File: src/design/tshs_pkg.sv
// Package for the timestamp history store.
// Holds the item types, function and status codes and default sizes.
// No dependencies; tshs_seq, the top level and both dv files import it.
package tshs_pkg;

  // Default sizes handed to the top-level parameters.
  localparam int unsigned DEVICES_DEF = 8;
  localparam int unsigned DEPTH_DEF   = 32;

  // Largest number of points one newest-k request returns.
  localparam int unsigned OUT_MAX = 32;

  // Field widths fixed by the item format.
  localparam int unsigned CFG_W     = 6;
  localparam int unsigned FUNC_W    = 2;
  localparam int unsigned GPU_IDX_W = 3;
  localparam int unsigned TIME_W    = 64;
  localparam int unsigned K_W       = 6;
  localparam int unsigned STATUS_W  = 2;

  // Function codes.
  localparam logic [FUNC_W-1:0] FUNC_WRITE  = 2'd0;
  localparam logic [FUNC_W-1:0] FUNC_BEFORE = 2'd1;
  localparam logic [FUNC_W-1:0] FUNC_AFTER  = 2'd2;
  localparam logic [FUNC_W-1:0] FUNC_NEWEST = 2'd3;

  // Status codes.
  localparam logic [STATUS_W-1:0] STATUS_OK      = 2'd0;
  localparam logic [STATUS_W-1:0] STATUS_UNKNOWN = 2'd1;
  localparam logic [STATUS_W-1:0] STATUS_NONE    = 2'd2;

  // One request item.
  typedef struct packed {
    logic [FUNC_W-1:0]    func;
    logic [GPU_IDX_W-1:0] gpu_index;
    logic [TIME_W-1:0]    gpu_time;
    logic [TIME_W-1:0]    host_time;
    logic [K_W-1:0]       count_k;
  } in_item_t;

  // One result item.
  typedef struct packed {
    logic [STATUS_W-1:0] status;
    logic [TIME_W-1:0]   found_gpu_time;
    logic [TIME_W-1:0]   found_host_time;
    logic                last;
  } out_item_t;

endpackage

File: src/design/tshs_seq.sv
// Request sequencer of the timestamp history store: per-device ring state,
// the shared slot adder and comparator, and the binary search loop.
// Depends on tshs_pkg; drives the point RAM through its ports.
module tshs_seq import tshs_pkg::*; #(
  parameter int unsigned DEVICES = DEVICES_DEF,
  parameter int unsigned DEPTH   = DEPTH_DEF,
  localparam int unsigned DEV_W  = (DEVICES > 1) ? $clog2(DEVICES) : 1,
  localparam int unsigned SLOT_W = $clog2(DEPTH),
  localparam int unsigned ADDR_W = DEV_W + SLOT_W
) (
  input  logic                clk_i,
  input  logic                rst_ni,
  input  logic                in_valid_i,
  output logic                in_ready_o,
  input  in_item_t            in_data_i,
  input  logic [CFG_W-1:0]    max_entries_i,
  output logic                res_valid_o,
  input  logic                res_ready_i,
  output out_item_t           res_data_o,
  output logic                ram_we_o,
  output logic [ADDR_W-1:0]   ram_waddr_o,
  output logic [2*TIME_W-1:0] ram_wdata_o,
  output logic                ram_re_o,
  output logic [ADDR_W-1:0]   ram_raddr_o,
  input  logic [2*TIME_W-1:0] ram_rdata_i
);

  localparam int unsigned CNT_W = $clog2(DEPTH + 1);
  localparam int unsigned IDX_W = ((DEV_W > GPU_IDX_W) ? DEV_W : GPU_IDX_W) + 1;
  localparam int unsigned CMP_W = ((CNT_W > CFG_W) ? CNT_W : CFG_W) + 1;
  localparam int unsigned SUM_W = CNT_W + 1;
  localparam int unsigned N_W   = $clog2(OUT_MAX + 1);

  typedef enum logic [3:0] {
    ST_IDLE,
    ST_LOAD,
    ST_ACT,
    ST_SRCH,
    ST_SCMP,
    ST_PICK,
    ST_CHK,
    ST_FETCH,
    ST_WAIT,
    ST_EMIT
  } state_e;

  state_e                 state_q;
  logic [FUNC_W-1:0]      func_q;
  logic [DEV_W-1:0]       dev_q;
  logic                   dev_ok_q;
  logic [TIME_W-1:0]      target_q;
  logic [TIME_W-1:0]      host_q;
  logic [K_W-1:0]         k_q;
  logic [SLOT_W-1:0]      head_q [DEVICES];
  logic [CNT_W-1:0]       cnt_q [DEVICES];
  logic [DEVICES-1:0]     present_q;
  logic [SLOT_W-1:0]      cur_head_q;
  logic [CNT_W-1:0]       cur_cnt_q;
  logic                   cur_present_q;
  logic [CNT_W-1:0]       first_q;
  logic [CNT_W-1:0]       len_q;
  logic [N_W-1:0]         n_q;
  logic [N_W-1:0]         idx_q;
  logic [STATUS_W-1:0]    status_q;
  logic                   last_q;
  logic                   use_ram_q;

  logic [IDX_W-1:0]       gpu_ext;
  logic                   gpu_ok;
  logic [CNT_W-1:0]       half;
  logic [CNT_W-1:0]       mid;
  logic [CNT_W-1:0]       pos;
  logic [SUM_W-1:0]       slot_sum;
  logic [SLOT_W-1:0]      slot;
  logic [CMP_W-1:0]       limit;
  logic                   over_limit;
  logic [CMP_W-1:0]       k_ext;
  logic [CMP_W-1:0]       cnt_ext;
  logic [CMP_W-1:0]       min_kc;
  logic [N_W-1:0]         n_new;
  logic [CMP_W-1:0]       fetch_pos;
  logic [TIME_W-1:0]      ram_gt;
  logic                   ram_lt;
  logic                   ram_eq;
  logic                   p_in_range;
  logic                   p_is_zero;
  logic [SLOT_W-1:0]      head_next;

  // Device index check against the configured device count.
  assign gpu_ext = IDX_W'(in_data_i.gpu_index);
  assign gpu_ok  = (gpu_ext < IDX_W'(DEVICES));

  // Search window split and end-of-history tests.
  assign half       = len_q >> 1;
  assign mid        = first_q + half;
  assign p_in_range = (first_q < cur_cnt_q);
  assign p_is_zero  = (first_q == '0);

  // History limit: zero or anything above the ring size means the full ring.
  always_comb begin
    if (max_entries_i == '0 || CMP_W'(max_entries_i) > CMP_W'(DEPTH)) begin
      limit = CMP_W'(DEPTH);
    end else begin
      limit = CMP_W'(max_entries_i);
    end
  end
  assign over_limit = (CMP_W'(cur_cnt_q) + CMP_W'(1)) > limit;
  assign head_next  = (cur_head_q == SLOT_W'(DEPTH - 1)) ? '0 : cur_head_q + SLOT_W'(1);

  // Number of newest points returned, capped by the count and the output limit.
  assign k_ext   = CMP_W'(k_q);
  assign cnt_ext = CMP_W'(cur_cnt_q);
  assign min_kc  = (k_ext < cnt_ext) ? k_ext : cnt_ext;
  assign n_new   = (min_kc > CMP_W'(OUT_MAX)) ? N_W'(OUT_MAX) : N_W'(min_kc);
  assign fetch_pos = cnt_ext - CMP_W'(n_q) + CMP_W'(idx_q);

  // Logical position fed to the shared slot adder in each state.
  always_comb begin
    case (state_q)
      ST_SRCH:  pos = mid;
      ST_PICK: begin
        if (func_q == FUNC_AFTER || p_in_range) begin
          pos = first_q;
        end else begin
          pos = first_q - CNT_W'(1);
        end
      end
      ST_CHK:   pos = first_q - CNT_W'(1);
      ST_FETCH: pos = CNT_W'(fetch_pos);
      default:  pos = cur_cnt_q;
    endcase
  end

  // Shared slot unit: ring head plus logical position, wrapped once.
  assign slot_sum = SUM_W'(cur_head_q) + SUM_W'(pos);
  assign slot     = (slot_sum >= SUM_W'(DEPTH)) ? SLOT_W'(slot_sum - SUM_W'(DEPTH))
                                                : SLOT_W'(slot_sum);

  // Shared comparator on the device time read back from the RAM.
  assign ram_gt = ram_rdata_i[2*TIME_W-1:TIME_W];
  assign ram_lt = (ram_gt < target_q);
  assign ram_eq = (ram_gt == target_q);

  // RAM port control.
  assign ram_raddr_o = {dev_q, slot};
  assign ram_waddr_o = {dev_q, slot};
  assign ram_wdata_o = {target_q, host_q};
  assign ram_we_o    = (state_q == ST_ACT) && dev_ok_q && (func_q == FUNC_WRITE);
  always_comb begin
    case (state_q)
      ST_SRCH:  ram_re_o = (len_q != '0);
      ST_PICK:  ram_re_o = (func_q == FUNC_AFTER) ? p_in_range : (p_in_range || !p_is_zero);
      ST_CHK:   ram_re_o = !ram_eq && !p_is_zero;
      ST_FETCH: ram_re_o = 1'b1;
      default:  ram_re_o = 1'b0;
    endcase
  end

  // Handshake and result payload.
  assign in_ready_o  = (state_q == ST_IDLE);
  assign res_valid_o = (state_q == ST_EMIT);
  always_comb begin
    res_data_o.status = status_q;
    res_data_o.last   = last_q;
    if (use_ram_q) begin
      res_data_o.found_gpu_time  = ram_rdata_i[2*TIME_W-1:TIME_W];
      res_data_o.found_host_time = ram_rdata_i[TIME_W-1:0];
    end else begin
      res_data_o.found_gpu_time  = '0;
      res_data_o.found_host_time = '0;
    end
  end

  // Sequencer, ring state and result registers.
  always_ff @(posedge clk_i or negedge rst_ni) begin
    if (!rst_ni) begin
      state_q   <= ST_IDLE;
      present_q <= '0;
      for (int i = 0; i < int'(DEVICES); i++) begin
        head_q[i] <= '0;
        cnt_q[i]  <= '0;
      end
    end else begin
      case (state_q)
        ST_IDLE: begin
          if (in_valid_i) begin
            func_q   <= in_data_i.func;
            target_q <= in_data_i.gpu_time;
            host_q   <= in_data_i.host_time;
            k_q      <= in_data_i.count_k;
            dev_ok_q <= gpu_ok;
            dev_q    <= gpu_ok ? gpu_ext[DEV_W-1:0] : '0;
            state_q  <= ST_LOAD;
          end
        end
        ST_LOAD: begin
          cur_head_q    <= head_q[dev_q];
          cur_cnt_q     <= cnt_q[dev_q];
          cur_present_q <= present_q[dev_q];
          state_q       <= ST_ACT;
        end
        ST_ACT: begin
          last_q    <= 1'b1;
          use_ram_q <= 1'b0;
          if (!dev_ok_q) begin
            status_q <= STATUS_UNKNOWN;
            state_q  <= ST_EMIT;
          end else if (func_q == FUNC_WRITE) begin
            // The point goes to the slot after the newest; past the limit the
            // oldest point is dropped instead of growing the count.
            present_q[dev_q] <= 1'b1;
            if (over_limit) begin
              head_q[dev_q] <= head_next;
            end else begin
              cnt_q[dev_q] <= cur_cnt_q + CNT_W'(1);
            end
            status_q <= STATUS_OK;
            state_q  <= ST_EMIT;
          end else if (!cur_present_q) begin
            status_q <= STATUS_UNKNOWN;
            state_q  <= ST_EMIT;
          end else if (func_q == FUNC_NEWEST) begin
            if (n_new == '0) begin
              status_q <= STATUS_NONE;
              state_q  <= ST_EMIT;
            end else begin
              n_q     <= n_new;
              idx_q   <= '0;
              state_q <= ST_FETCH;
            end
          end else begin
            first_q <= '0;
            len_q   <= cur_cnt_q;
            state_q <= ST_SRCH;
          end
        end
        ST_SRCH: begin
          if (len_q == '0) begin
            state_q <= ST_PICK;
          end else begin
            state_q <= ST_SCMP;
          end
        end
        ST_SCMP: begin
          // Narrow the window to the half that can hold the lower bound.
          if (ram_lt) begin
            first_q <= mid + CNT_W'(1);
            len_q   <= len_q - half - CNT_W'(1);
          end else begin
            len_q <= half;
          end
          state_q <= ST_SRCH;
        end
        ST_PICK: begin
          last_q <= 1'b1;
          if (func_q == FUNC_AFTER) begin
            if (p_in_range) begin
              status_q  <= STATUS_OK;
              use_ram_q <= 1'b1;
              state_q   <= ST_WAIT;
            end else begin
              status_q  <= STATUS_NONE;
              use_ram_q <= 1'b0;
              state_q   <= ST_EMIT;
            end
          end else if (p_in_range) begin
            state_q <= ST_CHK;
          end else if (p_is_zero) begin
            status_q  <= STATUS_NONE;
            use_ram_q <= 1'b0;
            state_q   <= ST_EMIT;
          end else begin
            status_q  <= STATUS_OK;
            use_ram_q <= 1'b1;
            state_q   <= ST_WAIT;
          end
        end
        ST_CHK: begin
          // Exact match wins; otherwise fall back to the earlier point.
          if (ram_eq) begin
            status_q  <= STATUS_OK;
            use_ram_q <= 1'b1;
            state_q   <= ST_EMIT;
          end else if (p_is_zero) begin
            status_q  <= STATUS_NONE;
            use_ram_q <= 1'b0;
            state_q   <= ST_EMIT;
          end else begin
            status_q  <= STATUS_OK;
            use_ram_q <= 1'b1;
            state_q   <= ST_WAIT;
          end
        end
        ST_FETCH: begin
          status_q  <= STATUS_OK;
          use_ram_q <= 1'b1;
          last_q    <= ((idx_q + N_W'(1)) == n_q);
          state_q   <= ST_WAIT;
        end
        ST_WAIT: begin
          state_q <= ST_EMIT;
        end
        ST_EMIT: begin
          if (res_ready_i) begin
            if (last_q) begin
              state_q <= ST_IDLE;
            end else begin
              idx_q   <= idx_q + N_W'(1);
              state_q <= ST_FETCH;
            end
          end
        end
        default: begin
          state_q <= ST_IDLE;
        end
      endcase
    end
  end

endmodule

File: config.mk
export PLATFORM = sky130hd
export DESIGN_NAME = tshs_seq
export DESIGN_NICKNAME = d
export VERILOG_FILES = /design/src/design/tshs_pkg.sv /design/src/design/tshs_seq.sv
export SDC_FILE = /design/constraint.sdc
export NUM_CORES = 1
export LEC_CHECK = 0
export BUFFER_PORTS_ARGS = -buffer_cell sky130_fd_sc_hd__buf_2
export CAP_MARGIN = 5
export CELL_PAD_IN_SITES_DETAIL_PLACEMENT = 1
export CELL_PAD_IN_SITES_GLOBAL_PLACEMENT = 1
export CORE_AREA = 3 3 218 220
export DETAILED_ROUTE_END_ITERATION = 6
export DIE_AREA = 0 0 221 223
export PLACE_DENSITY_LB_ADDON = 0.08
export SETUP_SLACK_MARGIN = 0.02
export SLEW_MARGIN = 10
export SYNTH_ARGS = -nofsm -noshare
export SYNTH_HDL_FRONTEND = slang
export SYNTH_SLANG_ARGS = --single-unit
File: constraint.sdc
create_clock -name clk_i -period 4.45 [get_ports clk_i]
set_clock_uncertainty 0.2 [all_clocks]
set_input_delay 0.2225 -clock clk_i [delete_from_list [all_inputs] [get_ports clk_i]]
set_output_delay 0.2225 -clock clk_i [all_outputs]
set_load 0.005 [all_outputs]
---- Yosys cells after proc, flatten, opt, wreduce, memory -nomap -nowiden ----
Cells that the tools add are included.
storage, ports and cells
  bits in registers ....................... 280
  bits of input ports ..................... 277
  word-level logic and storage cells ...... 205
operators by class
  $add $sub $neg .......................... 13
  magnitude comparators ................... 12
  equality and inequality tests ........... 27
  muxes and demuxes ....................... 79
  bitwise gates (word level) .............. 5
  reduce and logical (&&, ||, !) cells .... 35
operators by type and width
  kind                                                  number
  two-way mux 6 bit                                     24
  two-way mux 128 bit                                   1
  equality test 64 bit                                  1
  less-than comparator 64 bit                           1
  bitwise mux 48 bit                                    1
  bitwise mux 40 bit                                    1
  two-way mux 4 bit                                     10
  case mux 4 bit (10 select lines)                      1
  case mux 6 bit (2 select lines)                       3
  two-way mux 5 bit                                     5
  zero test 6 bit                                       4
  case mux 6 bit (4 select lines)                       1
  two-way mux 2 bit                                     10
  adder 6 x 1 -> 6 bit (second input constant)          3
  binary-select mux 6 bit (select 3 bit)                1
  demux 6 bit (select 3 bit)                            1
  equality test 4 x 3 -> 1 bit (second input constant)  4
  inequality test 2 bit (second input constant)         8
  binary-select mux 5 bit (select 3 bit)                1
  demux 5 bit (select 3 bit)                            1
  AND reduction 7 bit                                   2
  > comparator 6 bit (second input constant)            2
  less-than comparator 6 bit                            2
  subtractor 6 x 1 -> 6 bit (second input constant)     2
  48 further kinds                                      81

---- Longest topological paths before layout ----
  word-level depth ........................ 11
  depth in mapped cells ................... 17

---- Worst setup path before layout ----
Ideal clock, no wire load.
  kind .................................... register -> register
  from .................................... register state_q[1]
  to ...................................... register dev_q[0], enable pin
  arrival time ............................ 4044 ps
  data required time ...................... 3738 ps
  setup slack ............................. -305 ps
  stages on the path, launching flop included .. 4
  path buffers ............................ 1
  clock period less this slack ............ 4755 ps
  path through ............................ dfrtp_1 > clkbuf_1 > nor2_1 > and4_1
on the way
  cells in the longest elaborated chain, start to end .. 2
ends and longest elaborated chain
  what                                  RTL line         source
  start: declaration                    tshs_seq.sv:47   state_e state_q;
  start signal: assignment              tshs_seq.sv:177  state_q <= ST_IDLE;
  start signal: assignment              tshs_seq.sv:193  state_q <= ST_LOAD;
  start signal: assignment              tshs_seq.sv:200  state_q <= ST_ACT;
  zero test 4 bit                       tshs_seq.sv:184  case (state_q)
  AND reduction 3 bit (no source line)  --
  end signal: assignment                tshs_seq.sv:192  dev_q <= gpu_ok ? gpu_ext[DEV_W-1:0] : '0;
  end: declaration                      tshs_seq.sv:49   logic [DEV_W-1:0] dev_q;
No other way between the ends.
A chain may end at the register's enable or synchronous reset.

---- Worst setup path in the final report ----
  from .................................... register cur_cnt_q[2]
  to ...................................... output port ram_waddr_o[4]
on the way
  cells in the longest elaborated chain, start to end .. 7
  elaborated cells between the ends (all ways) .. 10
  classes of those cells .................. 4 x add/sub; 2 x order compare; 3 x mux; 1 x reduce/logical
ends and longest elaborated chain
  what                                                                                     RTL line         source
  start: declaration                                                                       tshs_seq.sv:58   logic [CNT_W-1:0] cur_cnt_q;
  start signal: assignment                                                                 tshs_seq.sv:198  cur_cnt_q <= cnt_q[dev_q];
  parallel branches: the longest is 3 deep, another holds subtractor 6 bit                 --
  case mux 6 bit (4 select lines) (*)                                                      tshs_seq.sv:119  case (state_q)
  adder 5 x 6 -> 7 bit (*)                                                                 tshs_seq.sv:135  assign slot_sum = SUM_W'(cur_head_q) + SUM_W'(pos);
  greater-or-equal comparator 7 x 6 -> 1 bit or subtractor 5 x 1 -> 5 bit (tied branches)  tshs_seq.sv:136  assign slot = (slot_sum >= SUM_W'(DEPTH)) ? SLOT_W'(slot_sum - SUM_W'(DEPTH))
  two-way mux 5 bit (*)                                                                    tshs_seq.sv:136
  end: declaration                                                                         tshs_seq.sv:21   output logic [ADDR_W-1:0] ram_waddr_o,
Mark *: on every way between the ends.

==> results.txt <==
----------------------------------------------------
[Drt]
  Total vias in the final route ... 12800
  Per-cell routed wire length ... 24.4 µm
  Antenna violation net count after detailed routing ... 0
  Count of TritonRoute iterations in the first routing pass ... 5
  Vias per std cell ... 4.89
  Sum of routed wire length over all layers ... 63800 µm
  Count of unresolved DRC violations after routing ... 0
  Violation count after the first detailed-route iteration ... 583

[STA]
  Final TNS setup ... 0 ns
  Period minus WS final ... 4.26 ns
  Tightest slew margin relative to the limit ... 0.321
  Unrepaired setup endpoints after global routing ... true
  Period utilization ... 0.958
  Final Hold Violating Endpoints ... 0
  Final count of pins violating max slew ... 0
  Setup-failing EPs final ... 0
  Maximum clock rate ... 235 MHz
  Slew at the pin with the worst max-slew slack ... 1.02 ns

[Yosys]
  Number of warnings reported in the yosys synthesis log ... 0
  Mean Syn Cell Area ... 12.0 µm²
  Distinct cell type count of the synthesized netlist ... 62
  Synthesized instance count ... 1254
  Sequential element share of the synthesized area ... 0.525
  Net count after synthesis ... 1646
  Most used DFF post-synth ... sky130_fd_sc_hd__edfxtp_1
  Area of the mapped netlist ... 0.0150 mm²
  Fraction of synthesis flops using an asynchronous set or reset pin ... 0.358
  Post-synth EDFFs ... 179
  Seq cells post-synth ... 279

[Worst setup path]
  Biggest cell delay along the critical path ... 0.55 ns
  Worst Path Max Fanout ... 4
  Type of element launching the critical path ... register
  Required time at the worst-slack endpoint ... 4.03 ns
  Slowest library cell on the worst path ... sky130_fd_sc_hd__fa_1
  Critical-path cell list ... inv_4 -> buf_12 -> fa_1 -> inv_2 -> ha_4 -> a21oi_2 -> xnor2_1 -> a21oi_1 -> a21oi_1 -> o22ai_1 -> o211ai_1 -> ha_1 -> a21oi_2 -> xor2_1 -> xnor2_1 -> buf_2
  Arrival time at the worst endpoint ... 3.84 ns
  Category of the worst setup path capture point ... output port
  Critical setup path kind ... reg2out

[Global route]
  Global route overflow ... 0
  Maximum number of pins on one net before global-route repair ... 61
  Initial antenna violation count ... 5
  Global-route wire length before repair ... 94600 µm
  All-Layer GR Usage ... 0.255
  Number of global-route vias before repair ... 13900

[Die]
  Core box area ... 0.0455 mm²
  Initial core utilization ... 0.330
  Floorplan die area ... 0.0493 mm²
  Overall die height ... 223 µm
  Number of ports placed on the die boundary ... 556
  Chip Width ... 221 µm
  Row count ... 78

[Place]
  GP Congestion ... 0.933
  Post-placement cell area ... 0.0186 mm²
  Detailed placement HPWL ... 50200 µm
  Port Buf Inserts ... 555

[Hold path]
  Worst min path class ... in2reg

[Clock tree]
  Sinks on the clock net ... 279
  Clk Tree Root Cell ... sky130_fd_sc_hd__clkbuf_16
  Maximum buffer depth of the clock tree ... 3
  Clock transition at path regs ... 0.06 ns
  TritonCTS clock tree ... built
  Clock latency of the later-clocked register in the worst-skew pair ... 0.56 ns
  Number of H-tree levels ... 2
  Number of clock buffers inserted by TritonCTS ... 34

[Pwr]
  Power density over the cells ... 434 mW/mm²
  VDD IR max ... 0.000231 V
  Leak pwr ... 10.0 nW

[Cells and area]
  Area Overhead vs Synth ... 41.5%
  Layout cells sized above 1 ... 0.381
  Most frequent standard cell in the layout excluding fill and tap cells ... sky130_fd_sc_hd__buf_2
  Most frequent cells in the layout ... sky130_fd_sc_hd__buf_2 (554), sky130_fd_sc_hd__edfxtp_1 (179), sky130_fd_sc_hd__dlygate4sd3_1 (141)
  Final instance area ... 0.0212 mm²
  Net total in the final layout ... 2374

[Run status]
  Status ... finished clean

[Job]
  Maxcap violations ... 0

----------------------------------------------------
[cell usage after synthesis (all sizes together) (10+ instances only)]
master  instances  area [µm²]
nor2           55         206
clkbuf         33         126
a221oi         12         111
a21oi          50         262
a22oi          38         285
buf            13         103
edfxtp        179        5380
inv           107         402
o21bai         10         165
nand2          51         191
mux2           81         912
ha            108        1350
nand4          16         100
o21ai          29         149
and2          132         826
mux2i          15         150
nor3           25         226
a21o           14         105
xor2           20         175
nand2b         21         131
xnor2          22         193
dfrtp         100        2500
nand3          28         140
[area by class of cell]
cell class                 instances  area, µm²
antenna                            4       10.0
inverter                         107        404
clock inverter                    17        173
tap                              600        751
multi-input combinational        822       6580
clock buffer                      44        888
fill                            5051      24200
sequential                       279       7880
timing repair buffer             738       4560
[worst paths after layout]
kind / to / slack [ns] / start / cells past startpoint
max: ram_waddr_o[4] / 0.19 / cur_cnt_q[2] / 16
min: state_q[0] / 0.03 / in_valid_i / 3
max reg2reg: cnt_q[33] / 0.80 / cur_cnt_q[2] / 12
min reg2reg: present_q[6] / 0.27 / present_q[6] / 1
max in group asynchronous: cnt_q[14] / 2.76 / rst_ni / 3
min in group asynchronous: state_q[3] / 0.06 / rst_ni / 2
[what timing repair did]
| action | CTS | global route |
|---|---|---|
| resized for setup | 8 | 11 |
| hold buffers | 141 | 0 |
| setup buffers | 3 | 11 |
| hold endpoints to repair | 180 | 0 |
| pin swaps | 3 | 15 |
| setup endpoints to repair | 4 | 2 |
[routing by layer]
layer | routed length (µm) | GRT usage | vias to the layer above
met5 | 13 | 0 | -
met4 | 1380 | 0.0704 | 2
met3 | 3870 | 0.0629 | 65
met2 | 33300 | 0.465 | 398
met1 | 25200 | 0.297 | 6342
li1 | - | - | 5966
[state kept, by name (all words and copies together) (netlist names), 5 cells and up]
signal      cells
target_q       64
k_q             6
first_q         6
cur_cnt_q       6
host_q         64
cur_head_q      5
n_q             6
head_q         40
cnt_q          48
len_q           6
present_q       8
idx_q           6
[metrics by stage]
| step | std cells | hold slack, ns | setup slack (ns) | power, mW | util |
|---|---|---|---|---|---|
| 6_report | 2611 | 0.0260 | 0.187 | 9.22 | 0.467 |
| 5_1_grt | 2611 | 0.0720 | 0.0178 | 9.75 | 0.467 |
| 4_1_cts | 2596 | 0.00871 | 0.0204 | 9.23 | 0.464 |
| 3_5_place_dp | 2391 | 0.0840 | 0.265 | 6.35 | 0.408 |
| 3_3_place_gp | 2391 | 0.0864 | 0.393 | 6.31 | 0.408 |
| 2_1_floorplan | 1254 | -0.273 | 0.734 | 5.09 | - |
[critical path, delay by kind of cell, from the launching register on]
family	cells	cell delay, ns
flip-flops	1	0.41
XOR/XNOR	3	0.48
AO/OA/AOI/OAI	6	0.88
buffers and inverters	4	0.40
adder cells (fa/ha/maj)	3	1.10
[power by group]
group          internal, mW  switching, mW
combinational          1.28           1.69
clock                  1.54           1.18
sequential             3.23          0.285
total                  6.06           3.16
[logic make-up after synthesis]
kind of cell    count (synthesis)  share of synthesized area
simple gates                  358                      0.135
flops                         279                      0.525
compound gates                211                      0.103
buf+inv                       153                     0.0420
fa+ha+maj                     115                     0.0993
mux                            96                     0.0708
xor+xnor                       42                     0.0245
Note: power is estimated with default switching activity, not from simulation.
